==> src/design/cicp_pkg.sv <==
// cicp_pkg: request/response payload types, action codes, reset values and
// the priority helper shared by the cascaded interrupt controller pair.
// Depends on nothing.
`default_nettype none

package cicp_pkg;

	// action codes carried by a request
	localparam logic [2:0] ACT_READ  = 3'd0;
	localparam logic [2:0] ACT_WRITE = 3'd1;
	localparam logic [2:0] ACT_RAISE = 3'd2;
	localparam logic [2:0] ACT_CLEAR = 3'd3;
	localparam logic [2:0] ACT_ACK   = 3'd4;
	localparam logic [2:0] ACT_EOI   = 3'd5;
	localparam logic [2:0] ACT_SCAN  = 3'd6;
	localparam logic [2:0] ACT_POLL  = 3'd7;

	// port decode and command word bits
	localparam logic [7:0] SLAVE_PORT_BASE = 8'hA0;
	localparam int         ICW1_BIT        = 4;
	localparam int         EOI_BIT         = 5;
	localparam logic [7:0] BASE_MASK       = 8'hF8;

	// cascade wiring and special codes
	localparam logic [2:0] CASCADE_LINE  = 3'd2;
	localparam logic [2:0] SPURIOUS_LINE = 3'd7;
	localparam logic [4:0] SCAN_HIT_TAG  = 5'b10000;
	localparam logic [7:0] SCAN_NONE     = 8'd7;

	// reset values of the two chips
	localparam logic [7:0] MASTER_MASK_RST = 8'hB8;
	localparam logic [7:0] SLAVE_MASK_RST  = 8'h9D;
	localparam logic [7:0] MASTER_BASE_RST = 8'h08;
	localparam logic [7:0] SLAVE_BASE_RST  = 8'h70;

	typedef struct packed {
		logic [2:0]        action;
		logic [7:0]        port;
		logic              chip;
		logic [7:0]        write_data;
		logic [2:0]        irq_line;
		logic signed [3:0] raise_count;
	} req_t;

	typedef struct packed {
		logic [7:0] read_data;
		logic [7:0] vector;
		logic       cpu_signal;
		logic [7:0] scan_code;
		logic       eoi_found;
		logic [2:0] eoi_line;
	} rsp_t;

	// update command into one chip
	typedef struct packed {
		logic       wr_even;
		logic       wr_odd;
		logic [7:0] data;
		logic [7:0] set_req;
		logic [7:0] clr_req;
		logic [7:0] set_isr;
		logic       eoi;
	} chip_cmd_t;

	// register view of one chip
	typedef struct packed {
		logic [7:0] req;
		logic [7:0] isr;
		logic [7:0] mask;
		logic [7:0] base;
	} chip_view_t;

	typedef struct packed {
		chip_view_t cur;
		chip_view_t nxt;
	} chip_stat_t;

	typedef struct packed {
		logic       hit;
		logic [2:0] idx;
	} lowest_t;

	// fixed priority: lowest set bit wins
	function automatic lowest_t lowest_set(input logic [7:0] v);
		lowest_t r;
		r.hit = 1'b0;
		r.idx = 3'd0;
		for (int i = 7; i >= 0; i--) begin
			if (v[i]) begin
				r.hit = 1'b1;
				r.idx = 3'(i);
			end
		end
		return r;
	endfunction

endpackage

`default_nettype wire

==> src/design/cicp_chip.sv <==
// cicp_chip: register file and init sequencer of one 8259-style controller.
// Depends on cicp_pkg for the command and status structs.
`default_nettype none

module cicp_chip #(
	parameter logic [7:0] MASK_RST = 8'hB8,
	parameter logic [7:0] BASE_RST = 8'h08
) (
	input  wire                   clk,
	input  wire                   arst_n,
	input  cicp_pkg::chip_cmd_t   cmd,
	output cicp_pkg::chip_stat_t  stat
);

	// init sequencer phases
	localparam logic [1:0] PH_RUN  = 2'd0;
	localparam logic [1:0] PH_BASE = 2'd1;
	localparam logic [1:0] PH_ICW3 = 2'd2;
	localparam logic [1:0] PH_ICW4 = 2'd3;

	logic [7:0] req_q, isr_q, mask_q, base_q;
	logic [1:0] phase_q;
	logic       want4_q;

	logic [7:0] req_d, isr_d, mask_d, base_d;
	logic [1:0] phase_d;
	logic       want4_d;
	cicp_pkg::lowest_t isr_low;

	assign isr_low = cicp_pkg::lowest_set(isr_q);

	// next-state logic
	always_comb begin
		req_d   = (req_q | cmd.set_req) & ~cmd.clr_req;
		isr_d   = isr_q | cmd.set_isr;
		mask_d  = mask_q;
		base_d  = base_q;
		phase_d = phase_q;
		want4_d = want4_q;
		if (cmd.wr_even && cmd.data[cicp_pkg::ICW1_BIT]) begin
			req_d   = 8'h00;
			isr_d   = 8'h00;
			phase_d = PH_BASE;
			want4_d = cmd.data[0];
		end else if ((cmd.wr_even && cmd.data[cicp_pkg::EOI_BIT]) || cmd.eoi) begin
			if (isr_low.hit)
				isr_d[isr_low.idx] = 1'b0;
		end
		if (cmd.wr_odd) begin
			case (phase_q)
				PH_BASE: begin
					base_d  = cmd.data & cicp_pkg::BASE_MASK;
					phase_d = PH_ICW3;
				end
				PH_ICW3: phase_d = want4_q ? PH_ICW4 : PH_RUN;
				PH_ICW4: phase_d = PH_RUN;
				default: mask_d = cmd.data;
			endcase
		end
	end

	// chip registers
	always_ff @(posedge clk or negedge arst_n) begin
		if (!arst_n) begin
			req_q   <= 8'h00;
			isr_q   <= 8'h00;
			mask_q  <= MASK_RST;
			base_q  <= BASE_RST;
			phase_q <= PH_RUN;
			want4_q <= 1'b0;
		end else begin
			req_q   <= req_d;
			isr_q   <= isr_d;
			mask_q  <= mask_d;
			base_q  <= base_d;
			phase_q <= phase_d;
			want4_q <= want4_d;
		end
	end

	assign stat.cur = '{req: req_q, isr: isr_q, mask: mask_q, base: base_q};
	assign stat.nxt = '{req: req_d, isr: isr_d, mask: mask_d, base: base_d};

endmodule

`default_nettype wire

==> src/design/cascaded_interrupt_controller_pair_core.sv <==
// cascaded_interrupt_controller_pair_core: master/slave interrupt controller
// pair with request register, decode logic and response register.
// Depends on cicp_pkg and cicp_chip.
`default_nettype none

// A request is taken into an input register, then decoded and applied to the
// two chip register files from that register. Its response is registered
// at the same edge that updates the chip registers. One request is taken per
// cycle while the response is not stalled, with no gaps; the figure is set by
// the read-modify-write of the chip registers (priority encode plus bit
// update) done at that edge. A stalled response holds the input register,
// and the input takes a new request whenever that register is free or
// draining.
module cascaded_interrupt_controller_pair_core (
	input  wire              clk,
	input  wire              arst_n,
	input  wire              in_valid,
	output logic             in_ready,
	input  cicp_pkg::req_t   in_data,
	output logic             out_valid,
	input  wire              out_ready,
	output cicp_pkg::rsp_t   out_data
);

	logic            valid_s1;
	cicp_pkg::req_t  req_s1;
	logic            advance;
	logic            fire;

	cicp_pkg::chip_cmd_t  m_cmd, s_cmd;
	cicp_pkg::chip_stat_t m_stat, s_stat;
	cicp_pkg::rsp_t       rsp;
	cicp_pkg::rsp_t       out_q;
	logic                 out_valid_q;

	assign advance  = !out_valid_q || out_ready;
	assign fire     = valid_s1 && advance;
	assign in_ready = !valid_s1 || advance;

	// input register
	always_ff @(posedge clk or negedge arst_n) begin
		if (!arst_n) begin
			valid_s1 <= 1'b0;
		end else if (in_ready) begin
			valid_s1 <= in_valid;
		end
	end

	always_ff @(posedge clk) begin
		if (in_valid && in_ready)
			req_s1 <= in_data;
	end

	cicp_chip #(
		.MASK_RST (cicp_pkg::MASTER_MASK_RST),
		.BASE_RST (cicp_pkg::MASTER_BASE_RST)
	) u_master (
		.clk    (clk),
		.arst_n (arst_n),
		.cmd    (m_cmd),
		.stat   (m_stat)
	);

	cicp_chip #(
		.MASK_RST (cicp_pkg::SLAVE_MASK_RST),
		.BASE_RST (cicp_pkg::SLAVE_BASE_RST)
	) u_slave (
		.clk    (clk),
		.arst_n (arst_n),
		.cmd    (s_cmd),
		.stat   (s_stat)
	);

	// decode and response logic
	logic              port_slave, sel_slave, positive;
	logic [7:0]        line_bit;
	logic [7:0]        m_pend, s_pend, sel_pend, sel_isr;
	cicp_pkg::lowest_t m_win, s_win, sel_win, isr_win;
	logic [7:0]        m_win_bit, s_win_bit;
	logic              m_nxt_pend;
	cicp_pkg::chip_view_t port_view;

	assign port_slave = req_s1.port >= cicp_pkg::SLAVE_PORT_BASE;
	assign sel_slave  = req_s1.chip;
	assign positive   = (req_s1.raise_count != 4'sd0) && !req_s1.raise_count[3];
	assign line_bit   = 8'h01 << req_s1.irq_line;
	assign m_pend     = m_stat.cur.req & ~m_stat.cur.mask;
	assign s_pend     = s_stat.cur.req & ~s_stat.cur.mask;
	assign sel_pend   = sel_slave ? s_pend : m_pend;
	assign sel_isr    = sel_slave ? s_stat.cur.isr : m_stat.cur.isr;
	assign m_win      = cicp_pkg::lowest_set(m_pend);
	assign s_win      = cicp_pkg::lowest_set(s_pend);
	assign sel_win    = cicp_pkg::lowest_set(sel_pend);
	assign isr_win    = cicp_pkg::lowest_set(sel_isr);
	assign m_win_bit  = 8'h01 << m_win.idx;
	assign s_win_bit  = 8'h01 << s_win.idx;
	assign m_nxt_pend = |(m_stat.nxt.req & ~m_stat.nxt.mask);
	assign port_view  = port_slave ? s_stat.cur : m_stat.cur;

	always_comb begin
		m_cmd = '0;
		s_cmd = '0;
		rsp   = '0;
		m_cmd.data = req_s1.write_data;
		s_cmd.data = req_s1.write_data;
		case (req_s1.action)
			cicp_pkg::ACT_READ: begin
				rsp.read_data = req_s1.port[0] ? port_view.mask : port_view.req;
			end
			cicp_pkg::ACT_WRITE: begin
				if (port_slave) begin
					s_cmd.wr_even = fire && !req_s1.port[0];
					s_cmd.wr_odd  = fire && req_s1.port[0];
				end else begin
					m_cmd.wr_even = fire && !req_s1.port[0];
					m_cmd.wr_odd  = fire && req_s1.port[0];
				end
				rsp.cpu_signal = m_nxt_pend;
			end
			cicp_pkg::ACT_RAISE: begin
				if (positive) begin
					if (sel_slave) begin
						s_cmd.set_req = fire ? line_bit : 8'h00;
						m_cmd.set_req = fire ? (8'h01 << cicp_pkg::CASCADE_LINE) : 8'h00;
					end else begin
						m_cmd.set_req = fire ? line_bit : 8'h00;
					end
					rsp.cpu_signal = m_nxt_pend;
				end
			end
			cicp_pkg::ACT_CLEAR: begin
				if (sel_slave)
					s_cmd.clr_req = fire ? line_bit : 8'h00;
				else
					m_cmd.clr_req = fire ? line_bit : 8'h00;
			end
			cicp_pkg::ACT_ACK: begin
				if (!m_win.hit) begin
					rsp.vector = m_stat.cur.base + 8'(cicp_pkg::SPURIOUS_LINE);
				end else begin
					m_cmd.clr_req = fire ? m_win_bit : 8'h00;
					m_cmd.set_isr = fire ? m_win_bit : 8'h00;
					if (m_win.idx == cicp_pkg::CASCADE_LINE && s_win.hit) begin
						s_cmd.clr_req = fire ? s_win_bit : 8'h00;
						s_cmd.set_isr = fire ? s_win_bit : 8'h00;
						rsp.vector    = s_stat.cur.base + 8'(s_win.idx);
					end else begin
						rsp.vector = m_stat.cur.base + 8'(m_win.idx);
					end
				end
			end
			cicp_pkg::ACT_EOI: begin
				if (sel_slave)
					s_cmd.eoi = fire;
				else
					m_cmd.eoi = fire;
				rsp.eoi_found = isr_win.hit;
				rsp.eoi_line  = isr_win.hit ? isr_win.idx : 3'd0;
			end
			cicp_pkg::ACT_SCAN: begin
				rsp.scan_code = sel_win.hit ? {cicp_pkg::SCAN_HIT_TAG, sel_win.idx}
				                            : cicp_pkg::SCAN_NONE;
			end
			default: begin
				rsp.cpu_signal = m_nxt_pend;
			end
		endcase
	end

	// response register
	always_ff @(posedge clk or negedge arst_n) begin
		if (!arst_n) begin
			out_valid_q <= 1'b0;
		end else if (advance) begin
			out_valid_q <= valid_s1;
		end
	end

	always_ff @(posedge clk) begin
		if (fire)
			out_q <= rsp;
	end

	assign out_valid = out_valid_q;
	assign out_data  = out_q;

`ifndef SYNTH
	// a stalled response keeps the request stage occupied
	assert property (@(posedge clk) disable iff (!arst_n)
		valid_s1 && !advance |=> valid_s1)
		else $error("request stage dropped while response stalled");

	// a nonzero eoi line only comes with a found in-service bit
	assert property (@(posedge clk) disable iff (!arst_n)
		out_valid && out_data.eoi_line != 3'd0 |-> out_data.eoi_found)
		else $error("eoi line without eoi found");

	// scan codes are zero, the none code, or tagged line numbers
	assert property (@(posedge clk) disable iff (!arst_n)
		out_valid |-> (out_data.scan_code == 8'd0 || out_data.scan_code == cicp_pkg::SCAN_NONE
			|| out_data.scan_code[7:3] == cicp_pkg::SCAN_HIT_TAG))
		else $error("malformed scan code");

	// eoi and acknowledge results never share a response
	assert property (@(posedge clk) disable iff (!arst_n)
		out_valid && out_data.eoi_found |-> out_data.vector == 8'd0
			&& out_data.cpu_signal == 1'b0)
		else $error("eoi response carries other results");
`endif

endmodule

`default_nettype wire

==> config.mk <==
export PLATFORM = sky130hd
export DESIGN_NAME = cascaded_interrupt_controller_pair_core
export DESIGN_NICKNAME = d
export VERILOG_FILES = /design/src/design/cicp_pkg.sv /design/src/design/cicp_chip.sv /design/src/design/cascaded_interrupt_controller_pair_core.sv
export SDC_FILE = /design/constraint.sdc
export NUM_CORES = 1
export LEC_CHECK = 0
export BUFFER_PORTS_ARGS = -buffer_cell sky130_fd_sc_hd__buf_2
export CELL_PAD_IN_SITES_DETAIL_PLACEMENT = 1
export CELL_PAD_IN_SITES_GLOBAL_PLACEMENT = 2
export CORE_MARGIN = 8
export CORE_UTILIZATION = 39
export DETAILED_ROUTE_END_ITERATION = 6
export MAX_ROUTING_LAYER = met4
export PLACE_DENSITY = 0.81
export SYNTH_ARGS = -nofsm -noshare
export SYNTH_HDL_FRONTEND = slang
export SYNTH_HIERARCHICAL = 1
export SYNTH_SLANG_ARGS = --single-unit
==> constraint.sdc <==
create_clock -name clk -period 3.8 [get_ports clk]
set_clock_uncertainty 0.05 [all_clocks]
set_input_delay 0.38 -clock clk [delete_from_list [all_inputs] [get_ports clk]]
set_output_delay 0.38 -clock clk [all_outputs]
set_load 0.02 [all_outputs]
==> flow_summary.ini <==
[status]
status = finished clean

[placed_design]
io_buffers = 53
dp.cells = 920
dp_hpwl_microns = 16100
place.gp.congestion = 0.885

[global_route]
grt_pass1_vias = 5702
grt_pass1_wl_microns = 33400
grt_max_degree = 29
antenna_found_initial = 1
gr-total-overflow = 0
grtUsageTotal = 0.209

[pwr]
p_per_area_nw_per_um2 = 517
p_leak_nw = 3.15
vdd_drop_max_v = 0.000280

[routing]
ant_nets = 0
drt_iter0_markers = 388
post-route-drc-count = 0
num_vias = 5412
routed_wl_microns = 21100
wl_per_cell_microns = 22.1
first_pass_iters = 5
vias_per_cell = 5.68

[timing]
slew_headroom = 0.282
tightest_slew_ns = 1.08
fin_crit_sh = 0.932
fin_crit_ns = 3.54
final_max_slew_viol_count = 0
setup_viol = 0
fmax_ghz = 0.282
rsz0062_at_grt = no
hold_viol_final = 0
tns_ns = 0

[die]
io_pins = 62
die_y_microns = 146
initial_core_util = 0.398
core-area_sq_um = 16600
dieArea_sq_um = 21300
fp.dieW_microns = 146
num_rows = 47

[layout]
regArea_sq_um = 3260
fin_cells = 953
multi_input_area_sq_um = 3110
layout_commonest_cell = nor2_1
final_cell_mix = nor2_1 (76), dfrtp_1 (59), buf_2 (53), edfxtp_1 (48), nand2_1 (45)
synthToLayoutAreaGrowth_pct = 17.5
finalNetCount = 758
drive_above_1_share = 0.228
antenna_cells = 0
nFillCells = 1860

[worst_setup_path]
cpPeakStageDelay_ns = 0.53
cp_num_buf_inv = 2
crit_chain = nand2b_1 > o21ai_1 > nor2_1 > o21ai_0 > inv_1 > ha_1 > inv_1 > fa_1 > nand2b_1 > o21ai_0 > a31oi_1 > o41ai_1 > a21oi_1
reg2regPathDepth = 13
path_max_fanout = 6
critPathArrivalTime_ns = 3.64
cp-end-kind = flip-flop
rr_startpoint = u_master/mask_q[4]
startpoint = u_master/mask_q[4]
reg2reg_to = out_data[17]
cpLargestDelayFamily = compound AO/OA/AOI/OAI gates
required_ns = 3.90
cp-endpoint = out_data[17]
cp_slowest_cell = dfstp_2
crit_cells = 13
regToRegSetupSlack_ns = 0.26
criticalPathCategory = reg2reg
start_kind = flip-flop

[job]
maxCapViolCount = 0

[worst_hold_path]
whs_path_depth = 1
worstHoldPathType = in2reg

[clock_tree]
root_buffer = clkbuf_16
cts_buffers = 17
tritoncts = built
hold_buffers = 1
htree_levels = 4
cts_max_path_buffers = 2
cts_resized = 0
clock_latency_ns = 0.43
cts_setup_buffers = 0
cts_sinks = 120
clk_pin_slew_ns = 0.06

[logic_synthesis]
synth-async-reset-ratio = 0.600
synth_cell_types = 66
synth_edf_count = 48
yosysSeqAreaShare = 0.494
synth_cells = 647
ys_ff_latch = 120
synth_ff_type = dfrtp_1
synth_area_sq_um = 6600
ys_warn_count = 6
syn_avg_cell_area_sq_um = 10.2
## per-stage QoR
step / util / worst slack, ns / power, mW / hold WS, ns / cell area, sq um
2_1_floorplan: - / 0.823 / 2.17 / 0.0344 / 6610
4_1_cts: 0.468 / 0.291 / 4.04 / 0.0564 / 7750
3_5_place_dp: 0.433 / 0.310 / 2.44 / 0.342 / 7170
6_report: 0.468 / 0.258 / 4.01 / 0.0702 / 7750
3_3_place_gp: 0.433 / 0.363 / 2.41 / 0.327 / 7170
5_1_grt: 0.468 / 0.0530 / 4.19 / 0.0572 / 7750
## routing by layer
metal  vias to the layer above  wire, microns  track usage
met1                      2739           9840        0.268
met5                         -              0            -
met3                        23            933       0.0420
li1                       2494              -            -
met2                       156           9990        0.330
met4                         0            288       0.0598
## how the worst min path moves through the flow
| stage | end | from | slack (ns) |
|---|---|---|---|
| 6_report | m_cmd[30] | in_data[12] | 0.07 |
| 5_1_grt | req_s1[26] | in_data[26] | 0.06 |
| 4_1_cts | m_cmd[30] | in_data[12] | 0.06 |
| 3_5_place_dp | u_master/base_q[2] | arst_n | 0.34 |
| 3_3_place_gp | u_master/base_q[2] | arst_n | 0.33 |
| 2_1_floorplan | out_valid | arst_n | 0.03 |
## synth_stat cells (11+ instances only)
| cell | instances | area share |
|---|---|---|
| nor2b_1 | 27 | 0.026 |
| o22ai_1 | 14 | 0.013 |
| dfstp_2 | 13 | 0.052 |
| edfxtp_1 | 48 | 0.22 |
| nor3_1 | 38 | 0.029 |
| mux2_2 | 29 | 0.050 |
| inv_1 | 41 | 0.023 |
| a31oi_1 | 12 | 0.011 |
| clkbuf_1 | 11 | 0.0063 |
| o21ai_0 | 29 | 0.022 |
| dfrtp_1 | 59 | 0.22 |
| nand2b_1 | 21 | 0.020 |
| nand2_1 | 45 | 0.026 |
| a21oi_1 | 33 | 0.025 |
| nor2_1 | 76 | 0.043 |
## sequential cells by signal, summed over array words and instances (netlist names), 8 cells and up
| name | flops |
|---|---|
| out_data | 25 |
| req_s1 | 14 |
| m_cmd | 8 |
| u_master/base_q | 8 |
| u_master/isr_q | 8 |
| u_master/mask_q | 8 |
| u_master/req_q | 8 |
| u_slave/base_q | 8 |
| u_slave/isr_q | 8 |
| u_slave/mask_q | 8 |
| u_slave/req_q | 8 |
## report_power, final
group          switching, mW  total (mW)  internal [mW]
sequential             0.157        1.67           1.52
clock                  0.660        1.58          0.916
combinational          0.461       0.760          0.299
total                   1.28        4.01           2.73
## worst reg2reg max path, cell delays in order, from the launching register on
cell      delay (ns)
dfstp_2         0.53
nand2b_1        0.26
o21ai_1         0.17
nor2_1          0.31
o21ai_0         0.20
inv_1           0.18
ha_1            0.20
inv_1           0.06
fa_1            0.40
nand2b_1        0.26
o21ai_0         0.22
a31oi_1         0.07
o41ai_1         0.31
a21oi_1         0.06
## cells by family after synthesis
| logic type | count (synthesis) | share of synthesized area |
|---|---|---|
| xor gates and xnor gates | 11 | 0.0146 |
| other | 1 | 0.000568 |
| adders and majority gates | 7 | 0.0156 |
| muxes | 40 | 0.0819 |
| AOI/OAI and AO/OA | 140 | 0.139 |
| DFF | 120 | 0.494 |
| and+or+nand+nor | 270 | 0.219 |
| buffers and inverters | 58 | 0.0355 |
## layout make-up
cell class / instances / area share
sequential: 120 / 0.420
clock buffer: 18 / 0.0553
timing repair buffer: 68 / 0.0491
tap: 220 / 0.0355
clock inverter: 14 / 0.0182
multi-input combinational: 472 / 0.402
inverter: 41 / 0.0198
Power figures use the tool's default switching activity.
